## src/hw/rtl/sfr_pkg.sv

```systemverilog
// ----------------------------------------------------------------------------
// sfr_pkg
// Shared types, codes and defaults for the stuffed frame receiver.
// ----------------------------------------------------------------------------
package sfr_pkg;

  localparam int SFR_BUFFER_BYTES = 256;

  localparam int REG_IDX_W = 2;
  localparam logic [REG_IDX_W-1:0] REG_START_CODE  = 2'd0;
  localparam logic [REG_IDX_W-1:0] REG_END_CODE    = 2'd1;
  localparam logic [REG_IDX_W-1:0] REG_ESCAPE_CODE = 2'd2;

  localparam logic [7:0] START_CODE_RST  = 8'd2;
  localparam logic [7:0] END_CODE_RST    = 8'd3;
  localparam logic [7:0] ESCAPE_CODE_RST = 8'd16;

  localparam int OUT_TDATA_W = 32;
  localparam int OUT_TUSER_W = 2;

  typedef enum logic [1:0] {
    MODE_IDLE   = 2'd0,
    MODE_ACTIVE = 2'd1,
    MODE_ESC    = 2'd2
  } mode_t;

  typedef enum logic [1:0] {
    KIND_DATA = 2'd0,
    KIND_GOOD = 2'd1,
    KIND_BAD  = 2'd2
  } kind_t;

  typedef struct packed {
    logic [7:0] start_code;
    logic [7:0] end_code;
    logic [7:0] escape_code;
  } cfg_t;

  typedef struct packed {
    kind_t      kind;
    logic [7:0] data_byte;
    logic [7:0] byte_index;
    logic [8:0] frame_length;
  } res_t;

endpackage

```

## src/hw/rtl/sfr_cfg_regs.sv

```systemverilog
// ----------------------------------------------------------------------------
// sfr_cfg_regs
// Holds the start, end and escape code registers written over the config port.
// ----------------------------------------------------------------------------
module sfr_cfg_regs
  import sfr_pkg::*;
(
  input  logic                 clk,
  input  logic                 rst_n,
  input  logic                 cfg_valid,
  output logic                 cfg_ready,
  input  logic [REG_IDX_W-1:0] cfg_index,
  input  logic [7:0]           cfg_data,
  output cfg_t                 cfg
);

  cfg_t cfg_r;
  cfg_t cfg_nxt;

  assign cfg_ready = 1'b1;
  assign cfg       = cfg_r;

  always_comb begin
    cfg_nxt = cfg_r;
    if (cfg_valid) begin
      case (cfg_index)
        REG_START_CODE:  cfg_nxt.start_code  = cfg_data;
        REG_END_CODE:    cfg_nxt.end_code    = cfg_data;
        REG_ESCAPE_CODE: cfg_nxt.escape_code = cfg_data;
        default:         cfg_nxt = cfg_r;
      endcase
    end
  end

  always_ff @(posedge clk) begin
    if (!rst_n) begin
      cfg_r.start_code  <= START_CODE_RST;
      cfg_r.end_code    <= END_CODE_RST;
      cfg_r.escape_code <= ESCAPE_CODE_RST;
    end else begin
      cfg_r <= cfg_nxt;
    end
  end

endmodule

```

## src/hw/rtl/sfr_deframer.sv

```systemverilog
// ----------------------------------------------------------------------------
// sfr_deframer
// Frame state machine: unstuffs bytes, tracks length and checksum, and
// produces at most one result for each byte it is given.
// ----------------------------------------------------------------------------
module sfr_deframer
  import sfr_pkg::*;
#(
  parameter int BUFFER_BYTES = SFR_BUFFER_BYTES
)(
  input  logic       clk,
  input  logic       rst_n,
  input  cfg_t       cfg,
  input  logic       fire,
  input  logic [7:0] ch,
  output logic       res_vld,
  output res_t       res
);

  localparam int CNT_W = $clog2(BUFFER_BYTES + 1);

  mode_t             mode_r, mode_nxt, mode_cur;
  logic [CNT_W-1:0]  cnt_r, cnt_nxt, cnt_cur;
  logic [15:0]       len_r, len_nxt, len_upd;
  logic [7:0]        xor_r, xor_nxt;
  logic [15:0]       chk_r, chk_nxt;
  logic [16:0]       cnt_ext;
  logic [16:0]       lim;
  logic [7:0]        b;
  logic              good;

  always_comb begin
    mode_cur = mode_r;
    cnt_cur  = cnt_r;
    if (cnt_r >= CNT_W'(BUFFER_BYTES)) begin
      mode_cur = MODE_IDLE;
      cnt_cur  = '0;
    end
    cnt_ext  = 17'(cnt_cur);
    b        = (mode_cur == MODE_ESC) ? (ch ^ cfg.escape_code) : ch;
    len_upd  = len_r;
    if (cnt_cur == '0) begin
      len_upd[7:0] = b;
    end else if (cnt_cur == CNT_W'(1)) begin
      len_upd[15:8] = b;
    end
    lim  = {1'b0, len_upd} + 17'd2;
    good = (cnt_ext >= ({1'b0, len_r} + 17'd4)) && (chk_r == {8'h00, xor_r});

    mode_nxt = mode_r;
    cnt_nxt  = cnt_r;
    len_nxt  = len_r;
    xor_nxt  = xor_r;
    chk_nxt  = chk_r;
    res_vld  = 1'b0;
    res      = '{kind: KIND_DATA, data_byte: 8'h00, byte_index: 8'h00, frame_length: 9'h000};

    if (fire) begin
      mode_nxt = mode_cur;
      cnt_nxt  = cnt_cur;
      if (ch == cfg.start_code) begin
        mode_nxt = MODE_ACTIVE;
        cnt_nxt  = '0;
        len_nxt  = '0;
        xor_nxt  = '0;
        chk_nxt  = '0;
      end else if (ch == cfg.end_code) begin
        if (mode_cur == MODE_ACTIVE) begin
          mode_nxt         = MODE_IDLE;
          res_vld          = 1'b1;
          res.kind         = good ? KIND_GOOD : KIND_BAD;
          res.frame_length = cnt_ext[8:0];
        end
      end else if (ch == cfg.escape_code) begin
        if (mode_cur != MODE_IDLE) begin
          mode_nxt = MODE_ESC;
        end
      end else if (mode_cur != MODE_IDLE) begin
        mode_nxt = MODE_ACTIVE;
        len_nxt  = len_upd;
        if (cnt_ext < lim) begin
          xor_nxt = xor_r ^ b;
        end else if (cnt_ext == lim) begin
          chk_nxt[7:0] = b;
        end else if (cnt_ext == lim + 17'd1) begin
          chk_nxt[15:8] = b;
        end
        cnt_nxt        = cnt_cur + CNT_W'(1);
        res_vld        = 1'b1;
        res.data_byte  = b;
        res.byte_index = cnt_ext[7:0];
      end
    end
  end

  always_ff @(posedge clk) begin
    if (!rst_n) begin
      mode_r <= MODE_IDLE;
      cnt_r  <= '0;
      len_r  <= '0;
      xor_r  <= '0;
      chk_r  <= '0;
    end else begin
      mode_r <= mode_nxt;
      cnt_r  <= cnt_nxt;
      len_r  <= len_nxt;
      xor_r  <= xor_nxt;
      chk_r  <= chk_nxt;
    end
  end

  a_cnt_bound: assert property (@(posedge clk) disable iff (!rst_n)
    cnt_r <= CNT_W'(BUFFER_BYTES))
    else $error("stored count beyond buffer size");

  a_hold: assert property (@(posedge clk) disable iff (!rst_n)
    !fire |=> $stable(cnt_r) && $stable(mode_r) && $stable(xor_r))
    else $error("frame state changed without an item");

  a_start: assert property (@(posedge clk) disable iff (!rst_n)
    fire && (ch == cfg.start_code) |=> (mode_r == MODE_ACTIVE) && (cnt_r == '0))
    else $error("start code did not open a fresh frame");

  a_end: assert property (@(posedge clk) disable iff (!rst_n)
    res_vld && (res.kind != KIND_DATA) |=> (mode_r == MODE_IDLE))
    else $error("frame end report without return to idle");

endmodule

```

## src/hw/rtl/stuffed_frame_receiver_core.sv

```systemverilog
// ----------------------------------------------------------------------------
// stuffed_frame_receiver_core
// Byte-stuffed frame receiver with start, end and escape codes and checksum.
// ----------------------------------------------------------------------------
// One received byte is taken every clock cycle unless the output stalls.
// Each byte passes an input register, the combinational frame state update,
// and a result register that presents its result. The result register
// decouples the sides: input is stalled only while a result waits unread and
// a byte is already held. Each data byte is given out with its index, and an
// end code inside an active frame gives a good or bad report with the number
// of stored bytes.
// ----------------------------------------------------------------------------
module stuffed_frame_receiver_core
  import sfr_pkg::*;
#(
  parameter int BUFFER_BYTES = SFR_BUFFER_BYTES
)(
  input  logic                   clk,
  input  logic                   rst_n,
  input  logic                   in_tvalid,
  output logic                   in_tready,
  input  logic [7:0]             in_tdata,   // [7:0] rx_byte
  output logic                   out_tvalid,
  input  logic                   out_tready,
  output logic [OUT_TDATA_W-1:0] out_tdata,  // [7:0] data_byte, [15:8] byte_index,
                                             // [24:16] frame_length, [31:25] zero
  output logic [OUT_TUSER_W-1:0] out_tuser,  // [1:0] kind
  input  logic                   cfg_valid,
  output logic                   cfg_ready,
  input  logic [REG_IDX_W-1:0]   cfg_index,
  input  logic [7:0]             cfg_data
);

  cfg_t       cfg;
  logic       in_vld_r;
  logic [7:0] in_byte_r;
  logic       adv;
  logic       fire;
  logic       res_vld;
  res_t       res;
  logic       out_vld_r;
  res_t       out_res_r;

  sfr_cfg_regs u_cfg_regs (
    .clk       (clk),
    .rst_n     (rst_n),
    .cfg_valid (cfg_valid),
    .cfg_ready (cfg_ready),
    .cfg_index (cfg_index),
    .cfg_data  (cfg_data),
    .cfg       (cfg)
  );

  assign adv       = !out_vld_r || out_tready;
  assign in_tready = !in_vld_r || adv;
  assign fire      = in_vld_r && adv;

  always_ff @(posedge clk) begin
    if (!rst_n) begin
      in_vld_r <= 1'b0;
    end else if (in_tready) begin
      in_vld_r <= in_tvalid;
    end
  end

  always_ff @(posedge clk) begin
    if (in_tvalid && in_tready) begin
      in_byte_r <= in_tdata;
    end
  end

  sfr_deframer #(
    .BUFFER_BYTES (BUFFER_BYTES)
  ) u_deframer (
    .clk     (clk),
    .rst_n   (rst_n),
    .cfg     (cfg),
    .fire    (fire),
    .ch      (in_byte_r),
    .res_vld (res_vld),
    .res     (res)
  );

  always_ff @(posedge clk) begin
    if (!rst_n) begin
      out_vld_r <= 1'b0;
    end else if (adv) begin
      out_vld_r <= fire && res_vld;
    end
  end

  always_ff @(posedge clk) begin
    if (fire && res_vld) begin
      out_res_r <= res;
    end
  end

  assign out_tvalid = out_vld_r;
  assign out_tuser  = out_res_r.kind;
  assign out_tdata  = {7'b0, out_res_r.frame_length, out_res_r.byte_index,
                       out_res_r.data_byte};

endmodule
```

## config.mk

```make
export PLATFORM = sky130hd
export DESIGN_NAME = stuffed_frame_receiver_core
export DESIGN_NICKNAME = d
export VERILOG_FILES = /design/src/hw/rtl/sfr_pkg.sv /design/src/hw/rtl/sfr_cfg_regs.sv /design/src/hw/rtl/sfr_deframer.sv /design/src/hw/rtl/stuffed_frame_receiver_core.sv
export SDC_FILE = /design/constraint.sdc
export NUM_CORES = 1
export LEC_CHECK = 0
export ABC_AREA = 1
export BUFFER_PORTS_ARGS = -buffer_cell sky130_fd_sc_hd__buf_2
export CELL_PAD_IN_SITES_DETAIL_PLACEMENT = 1
export CELL_PAD_IN_SITES_GLOBAL_PLACEMENT = 1
export CORE_MARGIN = 2
export CORE_UTILIZATION = 44
export CTS_CLUSTER_DIAMETER = 40
export DETAILED_ROUTE_END_ITERATION = 10
export PLACE_DENSITY = 0.88
export SETUP_SLACK_MARGIN = 0.3
export SYNTH_ARGS = -nofsm -noshare
export SYNTH_HDL_FRONTEND = slang
export SYNTH_SLANG_ARGS = --single-unit
```

## constraint.sdc

```tcl
create_clock -name clk -period 10.3 [get_ports clk]
set_clock_uncertainty 0.15 [all_clocks]
set_input_delay 3.09 -clock clk [delete_from_list [all_inputs] [get_ports clk]]
set_output_delay 3.09 -clock clk [all_outputs]
set_load 0.02 [all_outputs]
```

==> impl_metrics.toml, run 1 <==
[worst_setup_path]
crit_start = "out_tready"
arrival_ps = 7210
critPathMaxFanout = 28
crit_type = "in -> reg"
critPathLaunchType = "primary input"
end_kind = "flop"
r2r_end = "out_tdata[1]"
cp.required_ps = 10140
rrSetupSlack_ps = 4200
worstRegToRegCells = 10
worstSetupEndpoint = "out_tdata[1]"
r2r-start = "in_byte_r[1]"

[detailed_routing]
routed_wl_microns = 22500
drc = 0
wl_per_cell_microns = 17.1
postRouteAntennaNets = 0
drt_iter0_drc = 375
vias = 7074
viasPerCell = 5.40
drt_pass1_iterations = 5

[clock_tree]
clk_latency_ps = 370
root_buffer = "clkbuf_16"
ctsResizeCount = 0
cts_tree = "done"
cts_sinks = 112
clk_pin_slew_ps = 80
postCtsSetupBuffers = 0
h-tree-depth = 3
cts_hold_buf = 0
clk_path_buf_depth = 2
cts-buffers-inserted = 9

[die]
die_area_sq_um = 17700
dieWidth_microns = 133
initial_utilization = 0.446
num_io_pins = 60
core_sq_um = 16400
die_height_microns = 133
row_count = 47

[timing]
period_minus_slack_ps = 7380
worstMarginPinSlew_ps = 1220
max_clock_freq_mhz = 136
rsz0062_at_grt = "false"
hold_viol_final = 0
setup_violations = 0
slew_headroom = 0.184
tns_ps = 0
fin_crit_sh = 0.716
finalMaxSlewViolations = 0

[pwr]
power.total_mw = 0.963
vdd_drop_max_uv = 81.0
leakagePower_nw = 3.61
power_density_nw_per_um2 = 121

[global_routing]
grt_max_degree = 42
grt_pass1_vias = 7425
grt_pass1_wl_microns = 36800
antenna_found_initial = 0
grt_overflow = 0
grt.total_usage = 0.260

[logic_synthesis]
synth_common_cells = "nand2_1 (314), nor2_1 (109), inv_1 (106)"
synth.most_common_cell = "nand2_1"
synthArstFlopShare = 0
synth_top_area_frac = 0.210
ys_ff_latch = 112
syn-cell-area_sq_um = 7320
postSynthCellCount = 1049
yosysSeqAreaShare = 0.354
synth-edff-count = 35
synth-main-ff-cell = "dfxtp_1"
yosys_warnings = 0
syn_area_per_cell_sq_um = 6.98
yosysTopAreaCell = "dfxtp_1"
ys_types = 46
ys_top_cells_by_area = "dfxtp_1 (21%), nand2_1 (16%), edfxtp_1 (14%), nor2_1 (5.6%), inv_1 (5.4%)"

[finish]
final_nets = 1134
antennaDiodeCount = 0
area_growth_pct = 9.09
drive_gt1_frac = 0.128
fill_cells = 2189

[flow_run]
maxCapViolCount = 0

[placement]
dp_hpwl_microns = 16900
finalWeightedCongestion = 0.826
io_buffers = 51

[run_status]
status = "completed"

[min_path]
hp-class = "reg -> reg"
==> stage by stage <==
| step | hold slack [ps] | instances | util | area, sq um | setup WS (ps) |
|---|---|---|---|---|---|
| after floorplan | 289 | 1058 | - | 7360 | 3670 |
| after global placement | 299 | 1295 | 0.468 | 7680 | 2830 |
| after detailed placement | 306 | 1295 | 0.468 | 7680 | 2580 |
| after CTS | 318 | 1311 | 0.487 | 7990 | 2920 |
| after global routing | 349 | 1311 | 0.487 | 7990 | 2430 |
| final | 316 | 1311 | 0.487 | 7990 | 2920 |
==> logic make-up after synthesis <==
logic type	synth area share
buffers and inverters	0.0897
DFF	0.354
xor gates and xnor gates	0.0395
adders and majority gates	0.0427
other	0.00103
and+or+nand+nor	0.373
AOI/OAI and AO/OA	0.100
==> worst min-delay path by stage <==
| stage | end | startpoint | cells after the start | slack, ps |
|---|---|---|---|---|
| floorplan | u_deframer.xor_r[2] | u_deframer.xor_r[2] | 2 | 290 |
| global placement | u_deframer.xor_r[4] | u_deframer.xor_r[4] | 2 | 300 |
| detailed placement | u_deframer.xor_r[2] | u_deframer.xor_r[2] | 2 | 310 |
| CTS | u_deframer.xor_r[2] | u_deframer.xor_r[2] | 2 | 320 |
| global route | u_deframer.xor_r[7] | u_deframer.xor_r[7] | 2 | 350 |
| finish | u_deframer.xor_r[2] | u_deframer.xor_r[2] | 2 | 320 |
==> critical path, cell delays in order <==
cell and delay (ps):
buf_2 80, inv_1 30, nand2_1 60, nand2_1 240, nor2_1 630, inv_1 190
nor2_1 880, clkinv_1 840, nand2_1 1150
==> area by class of cell <==
type / instances / area, sq um / area share
flip-flops and latches: 112 / 2590 / 0.325
inverters: 116 / 435 / 0.0545
clock buffers: 9 / 225 / 0.0282
repair buffers: 53 / 270 / 0.0338
well taps: 220 / 275 / 0.0345
clock inverters: 7 / 82.6 / 0.0103
multi-input cells: 794 / 4110 / 0.514
==> sequential cells by signal, summed over array words and instances, names as in the netlist <==
signal,count
u_deframer.xor_r,8
u_deframer.chk_r,16
u_deframer.cnt_r,9
u_cfg_regs.cfg,24
in_vld_r,1
u_deframer.mode_r,2
u_deframer.len_r,16
in_byte_r,8
out_tdata,25
out_tuser,2
out_tvalid,1
==> where the power goes <==
group | internal, mW | switching (mW)
Combinational | 0.0342 | 0.0821
Clock | 0.194 | 0.182
Sequential | 0.462 | 0.00779
==> metal layers <==
metal | track usage | up-vias | part of all wire
met5 | 0 | - | 0
met4 | 0.111 | 0 | 0.029
li1 | - | 3449 | -
met1 | 0.317 | 3441 | 0.43
met3 | 0.0341 | 44 | 0.036
met2 | 0.461 | 140 | 0.50
==> cell usage in the layout, fill, tap and decap left out, types with 2 or more instances in the layout <==
master and instances:
clkinv_1 5, nand3_1 51, a211oi_1 2, nand2_4 11
a21oi_1 69, o21ai_0 36, nor4_1 6, edfxtp_1 35
nor2_2 7, inv_6 3, xnor2_1 7, o21ai_4 2
inv_8 2, nand3b_1 2, inv_2 6, nand2_2 25
nand4_1 38, clkbuf_16 9, buf_4 2, nor2_4 9
a221oi_1 2, dfxtp_1 77, nor3_1 10, o211ai_1 4
conb_1 11, nand2_1 314, o21ai_1 4, inv_1 106
ha_1 25, xor2_1 26, nor2_1 109, or2_2 4
nand3_2 3, o22ai_1 2, o21a_1 3, buf_2 51
Note: power is estimated with default switching activity, not from simulation.
==> inputs of run 2 (changes only) <==
Settings changed: ABC_AREA 1 to 0, PLACE_DENSITY 0.88 to 0.83.
Clock period 10.3 ns to 7.6 ns, I/O delays scaled along.
==> run 2 against run 1 <==
  * Area after synthesis shrank 6.5%
  * Die area down 6.3%
  * Power grew 32%
  * Synthesized cell count down 31%
  * Hold slack lost 0.91 ps
  * Non-clock buffer count up 4
  * Via count is 20% lower
  * First-iteration DRC count down 7.2%
  * Combinational power up 16%
==> impl_metrics.toml, run 2 <==
[clock_tree]
clk_path_buf_depth = 2
clk_pin_slew_ps = 80
cts_hold_buf = 0
clk_latency_ps = 360
postCtsSetupBuffers = 0
cts_tree = "done"
cts-buffers-inserted = 9
ctsResizeCount = 0
root_buffer = "clkbuf_16"
h-tree-depth = 3
cts_sinks = 112

[logic_synthesis]
synth_common_cells = "nor2_1 (125), dfxtp_1 (77), xnor2_1 (50)"
synth-edff-count = 35
yosysTopAreaCell = "dfxtp_1"
synthArstFlopShare = 0
yosys_warnings = 0
synth.most_common_cell = "nor2_1"
postSynthCellCount = 726
ys_ff_latch = 112
ys_types = 80
syn_area_per_cell_sq_um = 9.43
ys_top_cells_by_area = "dfxtp_1 (23%), edfxtp_1 (15%), nor2_1 (6.9%), xnor2_1 (6.4%), ha_1 (4.6%)"
synth_top_area_frac = 0.225
synth-main-ff-cell = "dfxtp_1"
syn-cell-area_sq_um = 6840
yosysSeqAreaShare = 0.379

[global_routing]
grt.total_usage = 0.251
grt_pass1_vias = 5845
antenna_found_initial = 0
grt_max_degree = 32
grt_pass1_wl_microns = 31800
grt_overflow = 0

[flow_run]
maxCapViolCount = 0

[worst_setup_path]
end_kind = "flop"
cp.required_ps = 7650
critPathMaxFanout = 24
r2r-start = "u_deframer.cnt_r[8]"
crit_type = "reg -> reg"
r2r_end = "u_deframer.chk_r[7]"
worstRegToRegCells = 19
rrSetupSlack_ps = 1410
critPathLaunchType = "flop"
crit_start = "u_deframer.cnt_r[8]"
arrival_ps = 6250

[finish]
final_nets = 804
post-route-util = 0.492
area_growth_pct = 9.25
final_common_cell = "nor2_1"
drive_gt1_frac = 0.151
antennaDiodeCount = 0
largest_reg_flops = 25
instances_no_fill = 949
final_cell_mix = "nor2_1 (125), dfxtp_1 (77), buf_2 (51)"
fill_cells = 1760

[timing]
setup_violations = 0
slew_headroom = 0.340
worstMarginPinSlew_ps = 980
layout_setup_ws_ps = 1410
fin_crit_sh = 0.815
tns_ps = 0
hold_viol_final = 0
period_minus_slack_ps = 6190
finalMaxSlewViolations = 0
rsz0062_at_grt = "false"
max_clock_freq_mhz = 161

[placement]
io_buffers = 51
dp_slack_ps = 1460
dp_cells = 933
dp_hpwl_microns = 14900
finalWeightedCongestion = 0.892

[detailed_routing]
route.met2.wl_microns = 9850
drt_pass1_iterations = 5
postRouteAntennaNets = 0
wl_met1_microns = 8260
routed_wl_microns = 19900
drt_iter0_drc = 348
dr_wl_met3_microns = 944
vias = 5685
highest_layer = "met4"
drc = 0
wl_per_cell_microns = 21.0
viasPerCell = 5.99

[min_path]
holdPathStages = 1
whs_endpoint = "u_deframer.chk_r[15]"
hold_start = "u_deframer.chk_r[15]"
hp-class = "reg -> reg"

[pwr]
power.total_mw = 1.27
power_density_nw_per_um2 = 170
vdd_drop_max_uv = 140
leakagePower_nw = 2.99

[die]
core_sq_um = 15200
initial_utilization = 0.450
die_area_sq_um = 16600
dieWidth_microns = 129
num_io_pins = 60
row_count = 45
die_height_microns = 129

[run_status]
status = "completed"
==> run 2: cell type report <==
| cell class | count | area, sq um | share of cell area |
|---|---|---|---|
| Clock buffer | 10 | 239 | 0.0320 |
| Multi-Input combinational cell | 559 | 3980 | 0.532 |
| Sequential cell | 112 | 2590 | 0.347 |
| Clock inverter | 6 | 68.8 | 0.00920 |
| Tap cell | 188 | 235 | 0.0315 |
| Timing Repair Buffer | 57 | 300 | 0.0402 |
| Inverter | 17 | 63.8 | 0.00853 |
==> run 2: worst max-delay path by stage <==
| stage | endpoint | slack, ps | depth (start not counted) |
|---|---|---|---|
| finish | u_deframer.chk_r[7] | 1410 | 19 |
| global route | u_deframer.chk_r[4] | 890 | 19 |
| CTS | u_deframer.chk_r[7] | 1420 | 19 |
| detailed placement | u_deframer.chk_r[7] | 1460 | 19 |
| global placement | u_deframer.chk_r[3] | 2030 | 19 |
| floorplan | u_deframer.chk_r[6] | 2450 | 24 |
==> run 2: cell families after synthesis <==
group                      count (synthesis)  share of synthesized area
xor gates and xnor gates                  84                      0.123
AOI/OAI and AO/OA                        144                      0.153
muxes                                     34                     0.0508
other                                      2                    0.00110
DFF                                      112                      0.379
and+or+nand+nor                          261                      0.203
adders and majority gates                 25                     0.0457
buffers and inverters                     64                     0.0450
==> run 2: routing by layer <==
metal  vias to the layer above  track usage
met5                         -            0
met4                         0        0.137
met2                       169        0.424
met3                        56       0.0441
li1                       2644            -
met1                      2816        0.305
==> run 2: critical path: stages (launching register included) <==
cell and delay, ps:
dfxtp_1 820, nand2b_1 360, ha_1 310, nor3b_1 390
a22oi_1 360, o21ai_0 430, ha_1 430, o21ai_0 180
xor2_1 280, inv_1 80, ha_1 310, o21a_1 110
o211ai_1 70, a21oi_1 150, o22ai_1 110, or4_1 730
nor3_4 250, o21ai_2 150, a22oi_1 240, nor2_1 70
==> run 2: through the flow <==
stage                     area, sq um  hold slack (ps)
after CTS                        7480              316
after global placement           7170              289
after global routing             7480              330
after detailed placement         7170              294
final                            7480              315
after floorplan                  6880              274
==> run 2: where the power goes <==
part	switching, mW	internal (mW)
Sequential	0.0150	0.624
Clock	0.229	0.266
Combinational	0.0850	0.0495
Total	0.329	0.940
